===== src/design/pft_pkg.sv =====
// Package for the page frame table: sizes, command codes, request/result structs.
// No dependencies.
`default_nettype none
package pft_pkg;
    localparam int FRAMES    = 16;
    localparam int PAGE_BITS = 24;
    localparam int IDX_BITS  = $clog2(FRAMES);
    localparam int CNT_BITS  = $clog2(FRAMES + 1);

    localparam logic [2:0] CMD_PIN   = 3'd0;
    localparam logic [2:0] CMD_UNPIN = 3'd1;
    localparam logic [2:0] CMD_DIRTY = 3'd2;
    localparam logic [2:0] CMD_FORCE = 3'd3;
    localparam logic [2:0] CMD_FLUSH = 3'd4;

    localparam logic [1:0] ST_OK      = 2'd0;
    localparam logic [1:0] ST_MISSING = 2'd1;
    localparam logic [1:0] ST_PINNED  = 2'd2;

    localparam logic [0:0] REG_STRATEGY = 1'd0;
    localparam logic [0:0] REG_FRAMES   = 1'd1;

    typedef struct packed {
        logic [2:0]           cmd;
        logic [PAGE_BITS-1:0] page_number;
    } req_t;

    typedef struct packed {
        logic [3:0]           frame;
        logic                 hit;
        logic                 load;
        logic                 write_back;
        logic [PAGE_BITS-1:0] written_page;
        logic [1:0]           status;
        logic [31:0]          read_total;
        logic [31:0]          write_total;
        logic [7:0]           pin_count;
        logic                 last;
    } res_t;

    // Per-frame view presented to the scan unit
    typedef struct packed {
        logic                 valid;
        logic                 dirty;
        logic [7:0]           pins;
        logic [PAGE_BITS-1:0] page;
        logic [31:0]          stamp;
    } frm_t;
endpackage
`default_nettype wire


===== src/design/pft_top_scan.sv =====
// One-frame-per-cycle compare unit shared by all scans of the frame table.
// Depends on pft_pkg.
`default_nettype none
module pft_scan
    import pft_pkg::*;
(
    input  var frm_t                 f,
    input  var logic [PAGE_BITS-1:0] page,
    input  var logic [31:0]          best_stamp,
    input  var logic                 have_best,
    output var logic                 match,
    output var logic                 empty,
    output var logic                 free,
    output var logic                 older
);
    assign match = f.valid && (f.page == page);
    assign empty = !f.valid;
    assign free  = (f.pins == 8'd0);
    assign older = free && (!have_best || (f.stamp < best_stamp));
endmodule
`default_nettype wire


===== src/design/page_frame_table_fifo_lru_top.sv =====
// Top level of the page frame table with FIFO/LRU replacement: frame table,
// sequencer and the shared per-frame compare unit. Depends on pft_pkg, pft_scan.
//
// Usage: raise start with a request (cmd, page_number) while busy is low. The
// block raises busy and walks the active frames one per cycle: a hit search,
// then on a pin miss an empty-frame search, then a victim search (FIFO from
// the rotating pointer or least stamp under LRU). Each pass visits up to n
// frames (n = active frames, at most 16). A pin miss with every frame pinned
// walks the hit, empty-frame and victim searches before its pinned result.
// busy drops in the cycle of the last result, so the next request can be
// taken at the edge ending it. Flush all walks the frames once and holds
// each write result back one slot so the final one can carry last; it
// strobes at most one result per cycle, or one empty result when nothing is
// written. Results are shown for one cycle on res with valid; the receiver
// cannot stall. Configuration (cfg_we, cfg_index, cfg_data) must be written
// only while idle; the block itself does not enforce it. Reset clears valid,
// dirty and pin state, counters, the FIFO pointer, sets strategy FIFO and 16
// frames; page and stamp stores need no clearing.
`default_nettype none
module page_frame_table_fifo_lru_top
    import pft_pkg::*;
(
    input  var logic       clk,
    input  var logic       rst_n,
    input  var logic       start,
    output var logic       busy,
    input  var req_t       req,
    output var logic       valid,
    output var res_t       res,
    input  var logic       cfg_we,
    input  var logic [0:0] cfg_index,
    input  var logic [4:0] cfg_data
);
    typedef enum logic [2:0] {
        S_IDLE, S_FIND, S_EMPTY, S_VICT, S_FLUSH, S_TAIL, S_DONE
    } state_t;

    state_t                state_reg;
    logic                  valid_reg;
    res_t                  res_reg;
    res_t                  pend_reg;
    logic [FRAMES-1:0]     fvalid_reg, fdirty_reg;
    logic [7:0]            fpins_reg  [FRAMES];
    logic [PAGE_BITS-1:0]  fpage_reg  [FRAMES];
    logic [31:0]           fstamp_reg [FRAMES];
    logic [31:0]           stamp_reg, rd_reg, wr_reg;
    logic [IDX_BITS-1:0]   fptr_reg, idx_reg, cnt_reg, best_reg;
    logic                  have_reg, any_reg, strat_reg;
    logic [4:0]            nfr_reg;
    req_t                  q_reg;

    logic [CNT_BITS-1:0] n;
    logic [IDX_BITS-1:0] nm1, idx_inc;
    logic                lastf;
    frm_t                cur;
    logic                m_match, m_empty, m_free, m_older;

    always_comb
    begin
        if (nfr_reg == 5'd0)
            n = CNT_BITS'(1);
        else if (32'(nfr_reg) > FRAMES)
            n = CNT_BITS'(FRAMES);
        else
            n = CNT_BITS'(nfr_reg);
        nm1     = IDX_BITS'(n - CNT_BITS'(1));
        idx_inc = (idx_reg == nm1) ? '0 : idx_reg + 1'b1;
        lastf   = (cnt_reg == nm1);
        cur     = '{fvalid_reg[idx_reg], fdirty_reg[idx_reg], fpins_reg[idx_reg],
                    fpage_reg[idx_reg], fstamp_reg[idx_reg]};
    end

    pft_scan u_scan (
        .f(cur), .page(q_reg.page_number), .best_stamp(fstamp_reg[best_reg]),
        .have_best(have_reg), .match(m_match), .empty(m_empty), .free(m_free),
        .older(m_older)
    );

    assign busy  = (state_reg != S_IDLE);
    assign valid = valid_reg;
    assign res   = res_reg;

    always_ff @(posedge clk or negedge rst_n)
    begin
        if (!rst_n)
        begin
            state_reg  <= S_IDLE;
            valid_reg  <= 1'b0;
            res_reg    <= '0;
            pend_reg   <= '0;
            q_reg      <= '0;
            fvalid_reg <= '0;
            fdirty_reg <= '0;
            for (int i = 0; i < FRAMES; i++)
            begin
                fpins_reg[i] <= 8'd0;
            end
            stamp_reg <= '0;
            rd_reg    <= '0;
            wr_reg    <= '0;
            fptr_reg  <= '0;
            strat_reg <= 1'b0;
            nfr_reg   <= 5'd16;
            idx_reg   <= '0;
            cnt_reg   <= '0;
            best_reg  <= '0;
            have_reg  <= 1'b0;
            any_reg   <= 1'b0;
        end
        else
        begin
            logic valid_next;
            res_t res_next;
            valid_next = 1'b0;
            res_next   = res_reg;
            if (cfg_we)
            begin
                if (cfg_index == REG_STRATEGY)
                    strat_reg <= cfg_data[0];
                else
                    nfr_reg <= cfg_data;
            end
            case (state_reg)
                S_IDLE:
                begin
                    if (start)
                    begin
                        q_reg   <= req;
                        idx_reg <= '0;
                        cnt_reg <= '0;
                        any_reg <= 1'b0;
                        if (req.cmd <= CMD_FORCE)
                            state_reg <= S_FIND;
                        else if (req.cmd == CMD_FLUSH)
                            state_reg <= S_FLUSH;
                        else
                            state_reg <= S_DONE;
                    end
                end
                S_FIND:
                begin
                    if (m_match)
                    begin
                        state_reg  <= S_IDLE;
                        valid_next = 1'b1;
                        res_next   = '0;
                        res_next.frame       = 4'(idx_reg);
                        res_next.hit         = 1'b1;
                        res_next.last        = 1'b1;
                        res_next.read_total  = rd_reg;
                        res_next.write_total = wr_reg;
                        res_next.pin_count   = cur.pins;
                        case (q_reg.cmd)
                            CMD_PIN:
                            begin
                                if (cur.pins != 8'hFF)
                                begin
                                    fpins_reg[idx_reg] <= cur.pins + 8'd1;
                                    res_next.pin_count = cur.pins + 8'd1;
                                end
                                stamp_reg <= stamp_reg + 32'd1;
                                if (strat_reg)
                                    fstamp_reg[idx_reg] <= stamp_reg + 32'd1;
                            end
                            CMD_UNPIN:
                            begin
                                if (cur.pins != 8'd0)
                                begin
                                    fpins_reg[idx_reg] <= cur.pins - 8'd1;
                                    res_next.pin_count = cur.pins - 8'd1;
                                end
                            end
                            CMD_DIRTY:
                                fdirty_reg[idx_reg] <= 1'b1;
                            default:
                            begin
                                fdirty_reg[idx_reg]   <= 1'b0;
                                wr_reg                <= wr_reg + 32'd1;
                                res_next.write_total  = wr_reg + 32'd1;
                                res_next.write_back   = 1'b1;
                                res_next.written_page = cur.page;
                            end
                        endcase
                    end
                    else if (lastf)
                    begin
                        idx_reg <= '0;
                        cnt_reg <= '0;
                        if (q_reg.cmd == CMD_PIN)
                            state_reg <= S_EMPTY;
                        else
                        begin
                            state_reg  <= S_IDLE;
                            valid_next = 1'b1;
                            res_next   = '0;
                            res_next.status      = ST_MISSING;
                            res_next.last        = 1'b1;
                            res_next.read_total  = rd_reg;
                            res_next.write_total = wr_reg;
                        end
                    end
                    else
                    begin
                        idx_reg <= idx_inc;
                        cnt_reg <= cnt_reg + 1'b1;
                    end
                end
                S_EMPTY:
                begin
                    if (m_empty)
                    begin
                        fvalid_reg[idx_reg] <= 1'b1;
                        fdirty_reg[idx_reg] <= 1'b0;
                        fpins_reg[idx_reg]  <= 8'd1;
                        fpage_reg[idx_reg]  <= q_reg.page_number;
                        fstamp_reg[idx_reg] <= stamp_reg + 32'd1;
                        stamp_reg <= stamp_reg + 32'd1;
                        rd_reg    <= rd_reg + 32'd1;
                        state_reg <= S_IDLE;
                        valid_next = 1'b1;
                        res_next   = '0;
                        res_next.frame       = 4'(idx_reg);
                        res_next.load        = 1'b1;
                        res_next.read_total  = rd_reg + 32'd1;
                        res_next.write_total = wr_reg;
                        res_next.pin_count   = 8'd1;
                        res_next.last        = 1'b1;
                    end
                    else if (lastf)
                    begin
                        // start the victim walk; FIFO begins at the pointer
                        idx_reg  <= (strat_reg || (CNT_BITS'(fptr_reg) >= n)) ? '0 : fptr_reg;
                        cnt_reg  <= '0;
                        have_reg <= 1'b0;
                        state_reg <= S_VICT;
                    end
                    else
                    begin
                        idx_reg <= idx_inc;
                        cnt_reg <= cnt_reg + 1'b1;
                    end
                end
                S_VICT:
                begin
                    logic                found;
                    logic [IDX_BITS-1:0] v;
                    found = 1'b0;
                    v     = idx_reg;
                    if (!strat_reg)
                        found = m_free;
                    else
                    begin
                        if (m_older)
                        begin
                            best_reg <= idx_reg;
                            have_reg <= 1'b1;
                        end
                        if (lastf)
                        begin
                            found = m_older || have_reg;
                            v     = m_older ? idx_reg : best_reg;
                        end
                    end
                    if (found)
                    begin
                        fdirty_reg[v] <= 1'b0;
                        fpins_reg[v]  <= 8'd1;
                        fpage_reg[v]  <= q_reg.page_number;
                        fstamp_reg[v] <= stamp_reg + 32'd1;
                        stamp_reg <= stamp_reg + 32'd1;
                        rd_reg    <= rd_reg + 32'd1;
                        fptr_reg  <= (v == nm1) ? '0 : v + 1'b1;
                        state_reg <= S_IDLE;
                        valid_next = 1'b1;
                        res_next   = '0;
                        res_next.frame       = 4'(v);
                        res_next.load        = 1'b1;
                        res_next.read_total  = rd_reg + 32'd1;
                        res_next.write_total = wr_reg;
                        res_next.pin_count   = 8'd1;
                        res_next.last        = 1'b1;
                        if (fdirty_reg[v])
                        begin
                            wr_reg <= wr_reg + 32'd1;
                            res_next.write_total  = wr_reg + 32'd1;
                            res_next.write_back   = 1'b1;
                            res_next.written_page = fpage_reg[v];
                        end
                    end
                    else if (lastf)
                    begin
                        state_reg  <= S_IDLE;
                        valid_next = 1'b1;
                        res_next   = '0;
                        res_next.status      = ST_PINNED;
                        res_next.last        = 1'b1;
                        res_next.read_total  = rd_reg;
                        res_next.write_total = wr_reg;
                    end
                    else
                    begin
                        idx_reg <= idx_inc;
                        cnt_reg <= cnt_reg + 1'b1;
                    end
                end
                S_FLUSH:
                begin
                    if (cur.valid && cur.dirty && m_free)
                    begin
                        wr_reg <= wr_reg + 32'd1;
                        fdirty_reg[idx_reg] <= 1'b0;
                        // release the held write result, hold this one
                        if (any_reg)
                        begin
                            valid_next = 1'b1;
                            res_next   = pend_reg;
                        end
                        any_reg  <= 1'b1;
                        pend_reg <= '{frame: 4'(idx_reg), hit: 1'b0, load: 1'b0,
                                      write_back: 1'b1, written_page: cur.page,
                                      status: ST_OK, read_total: rd_reg,
                                      write_total: wr_reg + 32'd1, pin_count: 8'd0,
                                      last: 1'b0};
                    end
                    if (lastf)
                        state_reg <= S_TAIL;
                    else
                    begin
                        idx_reg <= idx_inc;
                        cnt_reg <= cnt_reg + 1'b1;
                    end
                end
                S_TAIL:
                begin
                    // final flush result: the held write, or an empty result
                    state_reg  <= S_IDLE;
                    valid_next = 1'b1;
                    res_next   = '0;
                    res_next.read_total  = rd_reg;
                    res_next.write_total = wr_reg;
                    if (any_reg)
                        res_next = pend_reg;
                    res_next.last = 1'b1;
                end
                default:
                begin
                    state_reg  <= S_IDLE;
                    valid_next = 1'b1;
                    res_next   = '0;
                    res_next.last        = 1'b1;
                    res_next.read_total  = rd_reg;
                    res_next.write_total = wr_reg;
                end
            endcase
            valid_reg <= valid_next;
            res_reg   <= res_next;
        end
    end
`ifndef SYNTHESIS
    a_last_ends: assert property (@(posedge clk) disable iff (!rst_n)
        valid && res.last |-> !busy) else $error("last result while busy");
    a_idle_quiet: assert property (@(posedge clk) disable iff (!rst_n)
        $past(!busy) && !$past(start) |-> !valid) else $error("result without request");
    a_load_pin: assert property (@(posedge clk) disable iff (!rst_n)
        valid && res.load |-> res.pin_count == 8'd1) else $error("fill pin count");
`endif
endmodule
`default_nettype wire


===== config.mk =====
export PLATFORM = sky130hd
export DESIGN_NAME = page_frame_table_fifo_lru_top
export DESIGN_NICKNAME = d
export VERILOG_FILES = /design/src/design/pft_pkg.sv /design/src/design/pft_top_scan.sv /design/src/design/page_frame_table_fifo_lru_top.sv
export SDC_FILE = /design/constraint.sdc
export NUM_CORES = 2
export LEC_CHECK = 0
export BUFFER_PORTS_ARGS = -buffer_cell sky130_fd_sc_hd__buf_2
export CORE_UTILIZATION = 35
export CTS_CLUSTER_SIZE = 12
export DETAILED_ROUTE_END_ITERATION = 7
export GPL_ROUTABILITY_DRIVEN = 1
export GPL_TIMING_DRIVEN = 0
export MAX_ROUTING_LAYER = met4
export PLACE_DENSITY = 0.54
export SETUP_SLACK_MARGIN = 0.4
export SYNTH_ARGS = -nofsm -noshare
export SYNTH_HDL_FRONTEND = slang
export SYNTH_SLANG_ARGS = --single-unit

===== constraint.sdc =====
create_clock -name clk -period 19.96 [get_ports clk]
set_input_delay 0.998 -clock clk [delete_from_list [all_inputs] [get_ports clk]]
set_output_delay 0.998 -clock clk [all_outputs]
set_load 0.1 [all_outputs]

After elaboration in Yosys (flattened, before gate mapping)
Memories as Yosys holds them, arrays and structs flattened. Cells that the tools add are included. Widths: inputs -> output; s select.

Output and inout bits: 108. Register bits: 510. Memories kept: 2. Memory bits (writable): 896.

$lt $le $gt $ge: 12. Bitwise gates (word level): 18. Multiplexer cells: 133. Add/sub/neg operators: 9. Equality and inequality tests: 35. Reduce and logical (&&, ||, !) cells: 48.

Memory list: fstamp_reg (words 16, bits a word 32, read ports 2, clocked after Yosys merged registers in 0, write ports 1, RTL line page_frame_table_fifo_lru_top.sv:45) `logic [31:0] fstamp_reg [FRAMES];`; fpage_reg (words 16, bits a word 24, read ports 2, clocked after Yosys merged registers in 0, write ports 1, RTL line page_frame_table_fifo_lru_top.sv:44) `logic [PAGE_BITS-1:0] fpage_reg [FRAMES];`.

Operator list (number): $mux 106 (9); $mux 128 (5); $pmux 106 s6 (1); $mux 32 (13); $pmux 128 s3 (1); $bwmux 128 (2); $pmux 128 s2 (1); $and 112x112->112 (2); $not 112->112 (2); $pmux 32 s3 (2); $add 32x1->32 const B (3); $mux 4 (21); $demux 8 s4 (2); $mux 16 (4); $or 16x16->16 (4); $pmux 16 s4 (1); $pmux 32 s2 (1); $mux 25 (2); $mux 8 (6); $pmux 4 s5 (2); $mux 1 (34); $and 16x16->16 (2); $bmux 8 s4 (1); $lt 32x32->1 (1); 56 further kinds (133).

Logic depth before layout (Yosys ltp)
Word-level depth: 19. Mapped depth: 31. Gate-level depth less buffers: 19.

Cells and area by module
A second synthesis with hierarchy kept.

Cells, all modules: 5473. Area, all modules: 70113.5 sq um.

By module, submodules not included: page_frame_table_fifo_lru_top (cells each 5325, area each 69027.5 sq um, seq. area each 39669.3 sq um, instances 1); pft_scan (cells each 148, area each 1086.0 sq um, seq. area each 0.0 sq um, instances 1).

Least setup slack after synthesis
No wires, ideal clock.

Kind: reg2reg. Start point: register idx_reg[0]. End point: memory fstamp_reg[10][0], enable pin. Arrival time: 8.584 ns. Buffers on the path: 12. Library setup time: 0.421 ns. Slack: 10.955 ns. Clock period less this slack: 9.005 ns. Stages on the path, launching flop included: 28. Data required time: 19.539 ns. Cells stage by stage: dfrtp_1 > buf_6 > buf_6 > buf_2 > buf_2 > buf_2 > clkbuf_1 > clkbuf_1 > clkbuf_1 > buf_1 > mux4_2 > mux4_2 > ha_1 > and4_1 > and3_1 > nand4_1 > a2111oi_0 > a311o_1 > o31a_1 > clkbuf_1 > nor2_1 > a21oi_1 > buf_2 > inv_2 > buf_1 > o31ai_1 > nand2_1 > nor2_1.

Cells in the longest elaborated chain, start to end: 16. Elaborated cells on any way between the ends: 38. Classes of those cells: order compare: 1; eq/ne: 1; mux: 23; bitwise: 2; reduce/logical: 9; memory: 2.

Ends and longest elaborated chain: start: declaration (RTL line page_frame_table_fifo_lru_top.sv:47) `logic [IDX_BITS-1:0] fptr_reg, idx_reg, cnt_reg, best_reg;`; start signal: assignment (RTL line page_frame_table_fifo_lru_top.sv:204) `idx_reg <= idx_inc;`; start signal: assignment (RTL line page_frame_table_fifo_lru_top.sv:232) `idx_reg <= (strat_reg || (CNT_BITS'(fptr_reg) >= n)) ? '0 : fptr_reg;`; start signal: assignment (RTL line page_frame_table_fifo_lru_top.sv:239) `idx_reg <= idx_inc;`; branches (longest 16 deep; another with $mem_v2 16x32); end: declaration (RTL line page_frame_table_fifo_lru_top.sv:45).

Parallel ways; which one is timed is not known. The select of a mux whose other input is x is not followed.

==> results.sh <==
export IMPL_status="finished with violations"
export IMPL_violations="max-capacitance violations, max-slew violations"
export IMPL_grt_max_degree=113
export IMPL_yosysWarnings=0
export IMPL_timing_final_crit_period_ns=14.54
export IMPL_yosys_area_share_adder_pct=0.9164
export IMPL_grt_overflow=0
export IMPL_dieWidth_um=452.4
export IMPL_p_sw_mw=4.909
export IMPL_synth_ff_latch_count=1406
export IMPL_ys_seq_area_share_pct=55.88
export IMPL_drc=0
export IMPL_dieArea_um2=204600
export IMPL_ant_nets=0
export IMPL_antenna_found_initial=3
export IMPL_die_h_um=452.4
export IMPL_clock_skew_ns=0.05299
export IMPL_start_util_pct=35.38
export IMPL_async_flop_share_pct=36.27
export IMPL_rows=164
export IMPL_synth_commonest_cells="896 x edfxtp_1, 509 x dfrtp_1, 483 x mux4_2, 460 x mux2i_1, 398 x nand2_1"
export IMPL_finalMaxSlewViolations=22
export IMPL_post_cts_buffers=0
export IMPL_rsz0062_at_grt="no"
export IMPL_syn_area_um2=70990
export IMPL_setup_tns_ns=0
export IMPL_clock_fmax_ghz=0.06878
export IMPL_synth_edff_count=896
export IMPL_grt_usage_pct=24.66
export IMPL_synth_nets=5176
export IMPL_power_share_switching_pct=42.51
export IMPL_ioPinCount=145
export IMPL_route_vias_total=48880
export IMPL_synth_top_family_by_area="multiplexers"
export IMPL_setup_violations=0
export IMPL_insertion_delay_ns=0.84
export IMPL_maxCapViolations=3
export IMPL_io_buffer_count=144
export IMPL_synth_largest_area_cell="edfxtp_1"
export IMPL_ctsHtreeMaxLevel=4
export IMPL_finalCritPeriodShare_pct=72.84
export IMPL_cts_sinks=1406
export IMPL_netlist_area_leader_share_pct=37.90
export IMPL_cp_required_ns=20.66
export IMPL_netlist_instances=5087
export IMPL_grt_pass1_vias=48260
export IMPL_cts_buffers_inserted=161
export IMPL_critPathCaptureType="flop"
export IMPL_synth_main_ff_cell="edfxtp_1"
export IMPL_finalNonFillerCells=8237
export IMPL_finalNetCount=5529
export IMPL_synth_compound_area_share_pct=7.980
export IMPL_cp_arrival_ns=15.24
export IMPL_max_stage_delay_ns=1.02
export IMPL_cp_max_fo=11
export IMPL_synth_cell_type_count=86
export IMPL_place_hpwl_mm=167.3
export IMPL_clkPwrFrac_pct=26.1
export IMPL_holdBufCountCts=0
export IMPL_largest_reg_flops=512
export IMPL_final_util_pct=40.71
export IMPL_core_area_um2=200700
export IMPL_sequentialPowerShare_pct=32.0
export IMPL_cts_tree="yes"
export IMPL_pwr_share_comb_pct=41.9
export IMPL_relSlewSlack_pct=-1.370
export IMPL_cts_root_buf="clkbuf_16"
export IMPL_worst_slew_pin_transition_ns=1.521
export IMPL_routedWlPerCell_um=30.12
export IMPL_ctsResizeCount=0
export IMPL_synth_xor_area_share_pct=2.788
export IMPL_start_kind="flop"
export IMPL_p_int_mw=6.639
export IMPL_path_common_cell="clkbuf_1"
export IMPL_finalWorstSetupSlack_ns=5.421
export IMPL_worst_path_max_delay_cell="buf_1"
export IMPL_drt_pass1_iterations=6
export IMPL_clkTransAtPathRegs_ns=0.06
export IMPL_whs_ns=0.2311
export IMPL_synth_most_common_cell="edfxtp_1"
export IMPL_p_leak_nw=29.43
export IMPL_power_density_nw_per_um2=141.4
export IMPL_dp_cells=7930
export IMPL_area_delta_synth_final_pct=15.08
export IMPL_clockBufferDepth=3
export IMPL_hold_viol_final=0
export IMPL_gp_congestion=0.9113
export IMPL_synth_simple_gate_area_share_pct=6.137
export IMPL_finalWirelength_mm=248.1
export IMPL_drive_gt1_share_pct=21.10
export IMPL_worstHoldPathType="in2async"
export IMPL_first_iter_violations=5952
export IMPL_crit_type="reg2reg"
export IMPL_viasPerCell=5.934
export IMPL_vdd_drop_max_mv=0.1274
export IMPL_synth_area_mux_share_pct=23.76
export IMPL_ys_top_cells_by_area="edfxtp_1 38%, dfrtp_1 18%, mux4_2 15%"
export IMPL_synth_avg_cell_area_um2=13.96
export IMPL_post_place_ws_ns=6.054
export IMPL_grt_pass1_wl_mm=352.9
[per-stage QoR]
step / power (mW) / instance area (um2)
after floorplan: 6.697 / 70990
after global placement: 8.458 / 75040
after detailed placement: 8.511 / 76310
after CTS: 11.52 / 81650
after global routing: 11.94 / 81700
final: 11.55 / 81700
[critical path: cells and delay by family, from the launching register on]
family / cells / cell delay (ns)
adders and majority gates: 2 / 0.63
and+or+nand+nor: 5 / 1.46
muxes: 2 / 0.93
DFF: 1 / 0.68
buffers and inverters: 12 / 8.11
AOI/OAI and AO/OA: 7 / 2.56
[area by class of cell]
type | count | area (um2)
Buffer | 393 | 1585
Clock buffer | 237 | 4587
Sequential cell | 1406 | 39670
Timing Repair Buffer | 190 | 1744
Inverter | 62 | 232.7
Fill cell | 18640 | 119000
Tap cell | 2656 | 3323
Antenna cell | 3 | 7.507
Multi-Input combinational cell | 3226 | 29790
Clock inverter | 64 | 759.5
[layout by cell type (no fill, tap or decap), types with 69 or more instances in the layout]
cell type,n
nand3_1,69
clkbuf_16,163
dfrtp_1,509
edfxtp_1,896
mux4_2,483
xnor2_1,142
nor3_1,73
buf_2,199
mux2_2,122
nand2_1,398
a21oi_1,180
mux2i_1,458
o21ai_0,365
clkbuf_1,327
nor2_1,183
xor2_1,84
[final timing paths]
check / from / endpoint / slack [ns] / depth (start not counted)
max in group asynchronous: rst_n / q_reg[6] / 17.88 / 4
setup / recovery: idx_reg[1] / flop / 5.42 / 28
min in group clk: cfg_data[1] / nfr_reg[1] / 0.40 / 2
hold reg to reg: fvalid_reg[6] / fvalid_reg[6] / 0.46 / 1
hold / removal: rst_n / asynchronous set/reset pin / 0.23 / 1
setup reg to reg: idx_reg[1] / flop / 5.42 / 28
[logic make-up (layout without fill, tap and decap cells)]
logic type,after synthesis,after routing
buffers and inverters,455,946
and+or+nand+nor,955,955
muxes,1066,1066
AOI/OAI and AO/OA,927,927
adders and majority gates,52,52
xor gates and xnor gates,226,226
DFF,1406,1406
other,0,3
[power groups by stage]
stage	logic (mW)	clock network (mW)	registers, mW
after floorplan	2.67	0	4.02
after global placement	4.72	0	3.74
after detailed placement	4.77	0	3.74
after CTS	4.78	3.05	3.69
after global routing	5.06	3.16	3.71
final	4.84	3.02	3.69
[layer usage]
layer	GRT usage, %	routed length [um]
met1	32.64	102700
met2	38.28	117100
met3	4.211	19440
met4	8.538	8829
met5	-	0
Power figures use the tool's default switching activity.
